### src/sv/css_pkg.sv
package css_pkg;

   localparam int ELEM_W   = 16;
   localparam int SUM_W    = 43;
   localparam int HALF_W   = 22;
   localparam int PROD_W   = 2 * HALF_W;
   localparam int PNORM_W  = 2 * SUM_W;
   localparam int MAGSQ_W  = 2 * SUM_W - 1;
   localparam int SRCH_W   = 120;
   localparam int Q_W      = 15;
   localparam int FRAC_SH  = 28;
   localparam logic [Q_W-1:0] ONE_Q14 = 15'd16384;

   typedef struct packed {
      logic signed [ELEM_W-1:0] elem_a;
      logic signed [ELEM_W-1:0] elem_b;
      logic                     last_elem;
   } req_type;

   typedef struct packed {
      logic signed [ELEM_W-1:0] similarity;
      logic                     zero_norm;
   } rsp_type;

   typedef struct packed {
      logic signed [SUM_W-1:0] dot;
      logic [SUM_W-1:0]        norm_a;
      logic [SUM_W-1:0]        norm_b;
   } sums_type;

endpackage

### src/sv/css_fifo.sv
module css_fifo
   import css_pkg::*;
(
   input  logic     clock,
   input  logic     reset,
   input  logic     push,
   input  sums_type push_data,
   output logic     full,
   input  logic     pop,
   output sums_type pop_data,
   output logic     empty
);

   sums_type   mem_ff [2];
   logic       wr_ptr_ff, rd_ptr_ff;
   logic [1:0] count_ff;

   assign full     = (count_ff == 2'd2);
   assign empty    = (count_ff == 2'd0);
   assign pop_data = mem_ff[rd_ptr_ff];

   always_ff @(posedge clock) begin
      if (reset) begin
         wr_ptr_ff <= 1'b0;
         rd_ptr_ff <= 1'b0;
         count_ff  <= 2'd0;
      end else begin
         if (push) wr_ptr_ff <= !wr_ptr_ff;
         if (pop) rd_ptr_ff <= !rd_ptr_ff;
         count_ff <= count_ff + 2'(push) - 2'(pop);
      end
   end

   always_ff @(posedge clock) begin
      if (push) mem_ff[wr_ptr_ff] <= push_data;
   end

endmodule

### config.mk
export PLATFORM = sky130hd
export DESIGN_NAME = css_fifo
export DESIGN_NICKNAME = d
export VERILOG_FILES = /design/src/sv/css_pkg.sv /design/src/sv/css_fifo.sv
export SDC_FILE = /design/constraint.sdc
export NUM_CORES = 1
export LEC_CHECK = 0
export CAP_MARGIN = 20
export CORE_MARGIN = 1.5
export CORE_UTILIZATION = 59
export CTS_BUF_LIST = sky130_fd_sc_hd__clkbuf_4
export CTS_CLUSTER_DIAMETER = 80
export CTS_CLUSTER_SIZE = 10
export DETAILED_ROUTE_END_ITERATION = 6
export DONT_BUFFER_PORTS = 1
export PLACE_DENSITY = 0.79
export RECOVER_POWER = 50
export SLEW_MARGIN = 20
export SYNTH_ARGS = -nofsm -noshare
export SYNTH_HDL_FRONTEND = slang
export SYNTH_SLANG_ARGS = --single-unit
### constraint.sdc
create_clock -name clock -period 6.7 [get_ports clock]
set_input_delay 0.335 -clock clock [delete_from_list [all_inputs] [get_ports clock]]
set_output_delay 0.335 -clock clock [all_outputs]
set_load 0.01 [all_outputs]
==> summary.txt <==
==========================================================================================
Category of the critical setup timing path ..................................   reg -> reg
Detailed-route wire length per cell .........................................      22.8 um
Cell internal power dissipation .............................................      2.37 mW
Critical register-to-register path startpoint ...............................    wr_ptr_ff
Fin crit period .............................................................      3790 ps
Maximum VDD drop ............................................................   0.000274 V
Max Cap Violations ..........................................................            2
R2R depth ...................................................................            2
Type of the worst min-delay path ............................................    in -> reg
Layout-stage area growth over the synthesis result ..........................        19.1%
Endpoint arrival time on the critical path ..................................      3940 ps
Area taken by multi-input logic gates .......................................     1570 um2
Sequential cell area ........................................................     7850 um2
Most frequent cell after synthesis ..........................................     edfxtp_1
Number of hold violations in the final report ...............................            0
Area contributors post-synth ................................................ edfxtp_1 81%, mux2_2 15%, buf_6 1.5%
Sequential cell area fraction in the yosys report ...........................        0.820
Violated checks ............................................................. max-capacitance violations, max-slew violations
Total iterations of the first detailed-routing run ..........................            4
DRT antenna net count .......................................................            0
Critical path fanouts, max ..................................................           72
Post-Synthesis Cells ........................................................          422
Wire length of the first global-routing pass ................................     26000 um
Worst max-slew margin expressed relative to the limit .......................        -1.63
CTS tree ....................................................................        built
Residual overflow from global routing .......................................            0
Post-CTS resize count .......................................................            0
Setup crit start kind .......................................................     register
Static leakage ..............................................................      3.78 nW
Proportion of power drawn by combinational gates ............................        0.109
Most used routing layer .....................................................         met2
Maximum level of the CTS H-tree .............................................            1
Most numerous cell types in the synthesized netlist ......................... 258 x edfxtp_1, 129 x mux2_2, 13 x buf_6
Net count after synthesis ...................................................          557
Height of the die ...........................................................       130 um
Antenna violations before repair ............................................            2
Initial Utilization .........................................................        0.602
Tightest Pin Transition .....................................................      3940 ps
Worst setup path start ......................................................    wr_ptr_ff
Crit path required time .....................................................      6850 ps
Outcome ..................................................................... finished, violations left
Final instance area .........................................................    11400 um2
Leading area contributor after synthesis ....................................     edfxtp_1
Net switching share of the total power ......................................        0.229
Grt met2 use ................................................................        0.367
CTS Buf Count ...............................................................           30
Post-synth EDFFs ............................................................          258
Clock edge transition at the registers on the reported setup and hold paths .       110 ps
Final setup TNS .............................................................         0 ps
Number of placed instances, taps included ...................................          628
GR met3 Demand/Resource .....................................................       0.0697
CP endpoint kind ............................................................     register
Number of rows in the core area .............................................           46
Clk sinks ...................................................................          263
Syn Std Cell Area ...........................................................     9570 um2
Insertion delay of the later-clocked pin in the worst-skew pair .............       640 ps
Final HPWL from detailed placement ..........................................     10200 um
Maximum number of pins on one net before global-route repair ................           73
Worst setup timing slack at the placement stage .............................      4140 ps
Synth top area share ........................................................        0.810
Ys async rst share ..........................................................            0
Avg Vias per Cell ...........................................................         5.55
Count of state elements after synthesis .....................................          263
Worst clock skew ............................................................      19.0 ps
Routed vias .................................................................         4476
Fill cell count .............................................................          946
Hold Path Cell Cnt ..........................................................            3
Width of the die ............................................................       130 um
Std-Cell Core Area ..........................................................    15900 um2
Dominant register cell in the synthesized netlist ...........................     edfxtp_1
Number of DRC violations after detailed routing .............................            0
Met1 demand-to-capacity share in global routing .............................        0.242
Net total in the final layout ...............................................          712
Number of I/O pins ..........................................................          264
Total power density per cell area ...........................................   270 nW/um2
DP Area .....................................................................     9730 um2
Setup violation total in the final timing report ............................            0
First DRT Iteration DRCs ....................................................          316
Power dissipated by switching net loads .....................................       705 uW
Power consumption ...........................................................      3.08 mW
Period Utilization, post-route ..............................................        0.565
Highest clock rate ..........................................................    0.264 GHz
Mean instance size in the synthesized netlist ...............................     22.7 um2
Number of buffer cells added on primary ports ...............................            0
Relative contribution of the clock network to total power ...................        0.251
Global router's overall resource usage ......................................        0.207
Ratio of cells with drive above 1 in the final layout .......................        0.302
Final cell count without fillers ............................................          807
Synth cell types ............................................................           12
WL final ....................................................................     18400 um
Hold Path Origin ............................................................         push
Buffers from clock root to sink, at most ....................................            3
Slack of the critical path ..................................................      2910 ps
Number of global-route vias before repair ...................................         4692
Number of warnings printed during yosys synthesis ...........................            0
CTS root buffer .............................................................     clkbuf_4
Placer congestion estimate ..................................................        0.724
Post-CTS setup-driven buffer insertion count ................................            0
Die area ....................................................................    17000 um2
Final Slew Violations .......................................................          131
Flop pwr share ..............................................................        0.640
RSZ-0062 raised after global routing ........................................        false
==========================================================================================
-- cells in the final DEF, fill, tap and decap left out, drive strengths merged --
master       instances
edfxtp             258
dlygate4sd3        133
mux2               129
clkbuf              45
nor2                 5
dfxtp                5
inv                  3
nor2b                3
diode                2
xnor2                2
ha                   2
buf                  2
and2                 1
xnor3                1
-- kinds of logic after synthesis --
| family | count (synthesis) | synth area share |
|---|---|---|
| and+or+nand+nor | 9 | 0.00458 |
| adders and majority gates | 2 | 0.00261 |
| buffers and inverters | 16 | 0.0166 |
| muxes | 129 | 0.152 |
| DFF | 263 | 0.820 |
| xor gates and xnor gates | 3 | 0.00418 |
-- metrics by stage --
step / util / hold slack, ps
final: 0.717 / 162
after global placement: 0.613 / 404
after floorplan: - / 407
after detailed placement: 0.613 / 405
after CTS: 0.717 / 33.4
after global routing: 0.717 / 88.3
-- power groups by stage --
stage	registers [mW]	clock network (mW)	logic, mW
finish	1.97	0.772	0.337
global route	1.98	0.856	0.356
CTS	1.96	0.778	0.335
detailed placement	2.00	0	0.257
global placement	1.99	0	0.255
floorplan	1.99	0	0.238
-- per-layer routing --
layer,up-vias,wire [um]
li1,1986,-
met1,2238,6760
met2,222,9570
met3,30,1710
met4,0,395
met5,-,0
-- timing repair --
| item | in CTS | in global routing |
|---|---|---|
| hold endpoints to repair | 263 | 0 |
| hold buffers | 133 | 0 |
| endpoints found under the setup margin | 0 | 0 |
-- critical path, cell delays in order (launching register included) --
cell	delay (ps)
dfxtp_1	370
nor2b_4	120
clkbuf_1	2750
-- state kept, by name (all words and copies together), names as in the netlist, named ones only --
name	count
wr_ptr_ff	1
rd_ptr_ff	1
count_ff	2
mem_ff	258
-- layout make-up --
| cell class | instances | area share |
|---|---|---|
| diodes | 2 | 0.000439 |
| clock buffers | 43 | 0.0283 |
| clock inverters | 1 | 0.000769 |
| inverters | 2 | 0.000659 |
| multi-input cells | 143 | 0.138 |
| flip-flops and latches | 263 | 0.689 |
| well taps | 216 | 0.0237 |
| repair buffers | 137 | 0.119 |
-- final timing paths --
| check | end | slack (ps) |
|---|---|---|
| setup / recovery | mem_ff[0][39] | 2910 |
| hold / removal | count_ff[1] | 160 |
| setup reg to reg | mem_ff[0][39] | 2910 |
| hold reg to reg | rd_ptr_ff | 530 |
(Power assumes the default switching activity.)
