### config.mk
export PLATFORM = sky130hd
export DESIGN_NAME = css_front
export DESIGN_NICKNAME = d
export VERILOG_FILES = /design/src/sv/css_pkg.sv /design/src/sv/css_front.sv
export SDC_FILE = /design/constraint.sdc
export NUM_CORES = 2
export LEC_CHECK = 0
export ABC_AREA = 1
export BUFFER_PORTS_ARGS = -buffer_cell sky130_fd_sc_hd__buf_2
export CAP_MARGIN = 20
export CORE_MARGIN = 2
export CORE_UTILIZATION = 60
export CTS_CLUSTER_DIAMETER = 120
export DETAILED_ROUTE_END_ITERATION = 10
export GPL_ROUTABILITY_DRIVEN = 0
export HOLD_SLACK_MARGIN = 0.15
export PLACE_DENSITY = 0.8
export SLEW_MARGIN = 0
export SYNTH_ARGS = -nofsm -noshare
export SYNTH_HDL_FRONTEND = slang
export SYNTH_SLANG_ARGS = --single-unit
### constraint.sdc
create_clock -name clock -period 12.7 [get_ports clock]
set_input_delay 0 -clock clock [delete_from_list [all_inputs] [get_ports clock]]
set_output_delay 0 -clock clock [all_outputs]
set_load 0.01 [all_outputs]
### src/sv/css_pkg.sv
package css_pkg;

   localparam int ELEM_W   = 16;
   localparam int SUM_W    = 43;
   localparam int HALF_W   = 22;
   localparam int PROD_W   = 2 * HALF_W;
   localparam int PNORM_W  = 2 * SUM_W;
   localparam int MAGSQ_W  = 2 * SUM_W - 1;
   localparam int SRCH_W   = 120;
   localparam int Q_W      = 15;
   localparam int FRAC_SH  = 28;
   localparam logic [Q_W-1:0] ONE_Q14 = 15'd16384;

   typedef struct packed {
      logic signed [ELEM_W-1:0] elem_a;
      logic signed [ELEM_W-1:0] elem_b;
      logic                     last_elem;
   } req_type;

   typedef struct packed {
      logic signed [ELEM_W-1:0] similarity;
      logic                     zero_norm;
   } rsp_type;

   typedef struct packed {
      logic signed [SUM_W-1:0] dot;
      logic [SUM_W-1:0]        norm_a;
      logic [SUM_W-1:0]        norm_b;
   } sums_type;

endpackage

### src/sv/css_front.sv
module css_front
   import css_pkg::*;
(
   input  logic     clock,
   input  logic     reset,
   input  logic     req_valid,
   output logic     req_stall,
   input  req_type  req_data,
   output logic     push,
   output sums_type push_data,
   input  logic     queue_full
);

   logic                     s1_valid_ff, s1_valid_in;
   logic                     s1_last_ff;
   logic signed [31:0]       s1_ab_ff;
   logic [30:0]              s1_aa_ff, s1_bb_ff;
   logic signed [31:0]       ab_in, aa_w, bb_w;
   logic signed [SUM_W-1:0]  dot_ff, dot_in;
   logic [SUM_W-1:0]         na_ff, na_in, nb_ff, nb_in;
   logic signed [SUM_W:0]    dsum;
   logic [SUM_W:0]           asum, bsum;
   logic                     blocked, advance;

   assign blocked   = s1_valid_ff && s1_last_ff && queue_full;
   assign req_stall = blocked;
   assign advance   = s1_valid_ff && !blocked;

   assign ab_in = 32'(req_data.elem_a) * 32'(req_data.elem_b);
   assign aa_w  = 32'(req_data.elem_a) * 32'(req_data.elem_a);
   assign bb_w  = 32'(req_data.elem_b) * 32'(req_data.elem_b);

   always_comb begin
      s1_valid_in = blocked ? s1_valid_ff : req_valid;
      dsum = {dot_ff[SUM_W-1], dot_ff} + (SUM_W+1)'(s1_ab_ff);
      asum = {1'b0, na_ff} + (SUM_W+1)'(s1_aa_ff);
      bsum = {1'b0, nb_ff} + (SUM_W+1)'(s1_bb_ff);
      if (dsum[SUM_W] != dsum[SUM_W-1]) begin
         dot_in = dsum[SUM_W] ? {1'b1, {(SUM_W-1){1'b0}}} : {1'b0, {(SUM_W-1){1'b1}}};
      end else begin
         dot_in = dsum[SUM_W-1:0];
      end
      na_in = asum[SUM_W] ? {SUM_W{1'b1}} : asum[SUM_W-1:0];
      nb_in = bsum[SUM_W] ? {SUM_W{1'b1}} : bsum[SUM_W-1:0];
   end

   assign push             = advance && s1_last_ff;
   assign push_data.dot    = dot_in;
   assign push_data.norm_a = na_in;
   assign push_data.norm_b = nb_in;

   always_ff @(posedge clock) begin
      if (reset) begin
         s1_valid_ff <= 1'b0;
         dot_ff      <= '0;
         na_ff       <= '0;
         nb_ff       <= '0;
      end else begin
         s1_valid_ff <= s1_valid_in;
         if (advance) begin
            if (s1_last_ff) begin
               dot_ff <= '0;
               na_ff  <= '0;
               nb_ff  <= '0;
            end else begin
               dot_ff <= dot_in;
               na_ff  <= na_in;
               nb_ff  <= nb_in;
            end
         end
      end
   end

   always_ff @(posedge clock) begin
      if (!blocked) begin
         s1_last_ff <= req_data.last_elem;
         s1_ab_ff   <= ab_in;
         s1_aa_ff   <= aa_w[30:0];
         s1_bb_ff   <= bb_w[30:0];
      end
   end

endmodule

==> flow_metrics.py <==
metrics = {
    "sta": {
        "layout_min_cycle_time_ps": 6020,
        "drv_slew": 0,
        "finalHoldViolations": 0,
        "relSlewSlack_pct": 31.3,
        "setup_viol": 0,
        "rsz0062_at_grt": "no",
        "skew_ps": 15.4,
        "period_share_pct": 47.4,
        "final.setup.tns_ps": 0,
        "worstMarginPinSlew_ps": 1020,
        "timing.fmax_mhz": 166,
    },
    "floorplan": {
        "io_pins": 168,
        "start_util_pct": 60.8,
        "die-area_um2": 76400,
        "die_x_um": 276,
        "die_y_um": 276,
        "num_rows": 99,
        "coreArea_um2": 73200,
    },
    "cells_and_area": {
        "area_growth_pct": 5.56,
        "nets": 7038,
        "drive_gt1_share_pct": 5.84,
    },
    "route": {
        "num_vias": 37290,
        "drt_iter0_drc": 3275,
        "finalWirelength_um": 114000,
        "drtPass1Iterations": 6,
        "route.antenna.remaining_nets": 0,
        "avgRoutedWirePerCell_um": 16.5,
        "drc": 0,
        "via_per_inst": 5.40,
    },
    "setup_path": {
        "r2r_slack_ps": 8880,
        "criticalPathCategory": "in2reg",
        "cp.required_ps": 13010,
        "path_max_fanout": 28,
        "cpMostUsedCell": "fa_1",
        "endpoint_kind": "flop",
        "crit_chain": "buf_2, clkinv_1, nor2_1, xnor2_1, ha_1, a31o_2, fa_1, fa_1, fa_1, fa_1, inv_1, fa_1, inv_1, ha_1, a21oi_1, o21ai_0, a21oi_1, nand3_1, nand3_1, nand2_1, a31oi_1, xor2_1",
        "r2r_cells": 14,
        "r2r-end": "dot_ff[1]",
        "r2r-start": "s1_ab_ff[31]",
        "cp_num_buf_inv": 4,
        "critPathTopFamily": "adder cells",
        "arrival_ps": 6330,
        "worstSetupStartpointType": "primary input",
        "slowest_stage": "clkinv_1",
        "worst_path_largest_cell_delay_ps": 980,
    },
    "min_path": {
        "holdPathEnd": "s1_last_ff",
        "min_from": "req_data[0]",
        "hold_class": "in2reg",
        "holdPathStages": 2,
    },
    "clock_network": {
        "cts_buffers": 28,
        "clkSlewWorstSetupHoldPaths_ps": 60,
        "ctsResizeCount": 0,
        "cts_max_level": 1,
        "clock_latency_ps": 580,
        "clkSinkCount": 223,
        "cts_tree": "done",
        "root_buffer": "clkbuf_16",
        "ctsLongestPathBuffers": 3,
        "cts_setup_buffers": 0,
    },
    "synthesis": {
        "syn_inst": 5868,
        "ys_types": 50,
        "synth-edff-count": 93,
        "syn-cell-area_um2": 44500,
        "synthArstFlopShare_pct": 0,
        "syn_nets": 6988,
        "ys_warn_count": 0,
        "ys_ff_latch": 223,
        "synth_area_per_cell_um2": 7.59,
        "synthFlopType": "dfxtp_1",
        "yosysSeqAreaShare_pct": 12.1,
    },
    "flow_run": {
        "drv_cap": 0,
    },
    "global_routing": {
        "grt_pass1_wl_um": 189000,
        "antenna_found_initial": 1,
        "first_global_vias": 37996,
        "grt.overflow.total": 0,
        "grt_max_degree": 87,
        "grtUsageTotal_pct": 30.3,
    },
    "place": {
        "dp.final_hpwl_um": 92900,
        "io_buffer_count": 167,
    },
    "status": {
        "status": "finished, final reports clean",
    },
}
==> through the flow <==
stage,utilization [%],area [um^2],setup WS [ps],instances,hold WS [ps]
6_report,64.2,47000,6680,6901,193
5_1_grt,64.2,47000,6230,6899,198
4_1_cts,64.2,47000,6800,6898,167
3_5_place_dp,62.8,46000,6210,6840,233
3_3_place_gp,62.8,46000,6400,6840,233
2_1_floorplan,-,44500,6920,5868,98.9
==> worst max path at each step <==
stage | cells after the start | startpoint | endpoint | slack [ps]
after floorplan | 23 | req_data[32] | s1_ab_ff[29] | 6920
after global placement | 22 | req_data[16] | s1_bb_ff[27] | 6400
after detailed placement | 20 | req_data[16] | s1_ab_ff[29] | 6210
after CTS | 20 | req_data[16] | s1_ab_ff[29] | 6800
after global routing | 22 | req_data[16] | s1_bb_ff[27] | 6230
final | 22 | req_data[16] | s1_bb_ff[27] | 6680
==> registers in the layout (all words and copies together) (netlist names) <==
register,cells
s1_aa_ff,30
s1_valid_ff,1
s1_last_ff,1
na_ff,43
s1_ab_ff,32
nb_ff,43
dot_ff,43
s1_bb_ff,30
==> logic make-up (layout without fill, tap and decap cells) <==
family | Yosys count | count (layout) | synth area share [%]
AND/OR/NAND/NOR | 2094 | 2094 | 19.5
AO/OA/AOI/OAI | 618 | 618 | 7.90
flip-flops | 223 | 223 | 12.1
XOR/XNOR | 193 | 193 | 3.80
other | 0 | 2 | 0
adder cells (fa/ha/maj) | 1083 | 1083 | 42.6
buffers and inverters | 1657 | 1729 | 14.2
==> cell type report <==
type                       count  area [um^2]
multi-input combinational   3988        32800
fill                        6309        26200
inverter                    1490         5600
sequential                   223         5400
tap                          959         1200
timing repair buffer         187         1020
clock buffer                  36          783
clock inverter                16          173
antenna                        2         5.00
==> Yosys cell counts, types with 10 or more instances <==
master / n / area, um^2
a21o_1: 20 / 150
a21oi_1: 316 / 1580
a21oi_2: 21 / 184
a31oi_1: 17 / 106
buf_2: 12 / 60.1
clkbuf_1: 138 / 518
dfxtp_1: 130 / 2600
edfxtp_1: 93 / 2790
fa_1: 719 / 14400
ha_1: 364 / 4550
inv_1: 1486 / 5580
nand2_1: 1432 / 5380
nand2_2: 28 / 175
nand2_4: 10 / 113
nand3_1: 160 / 801
nand3_4: 10 / 175
nand4_1: 32 / 200
nor2_1: 314 / 1180
nor3_1: 52 / 260
nor4_1: 12 / 75.1
o21a_1: 19 / 143
o21ai_0: 138 / 691
o21ai_2: 14 / 123
o21bai_1: 31 / 233
or2_2: 20 / 125
xnor2_1: 84 / 736
xor2_1: 109 / 955
==> what timing repair did <==
item | CTS | global route
endpoints found under the setup margin | 0 | 0
hold buffers | 6 | 0
hold endpoints to repair | 71 | 0
==> routing by layer <==
layer	track usage, %	vias to the layer above	share of wire (%)
met5	0	-	0
met4	10.4	0	3.6
met3	5.53	260	9.1
met2	49.9	1540	47
met1	40.2	17837	41
li1	-	17653	-
==> placed cells by master (no fill, tap or decap), drive strengths merged, types with 7 or more instances in the layout <==
cell,netlist,final
a21boi,7,7
a21o,20,20
a21oi,337,337
a31oi,17,17
and3,7,7
buf,29,181
clkbuf,138,36
clkinv,2,10
dfxtp,130,130
edfxtp,93,93
fa,719,719
ha,364,364
inv,1488,1491
nand2,1470,1470
nand3,173,173
nand4,32,32
nor2,318,318
nor3,52,52
nor4,13,13
o211ai,9,9
o21a,19,19
o21ai,160,160
o21bai,31,31
or2,21,21
xnor2,84,84
xor2,109,109
Power is not shown: default switching activity piles up to over one toggle a cycle in this logic, so the estimate is an artifact.
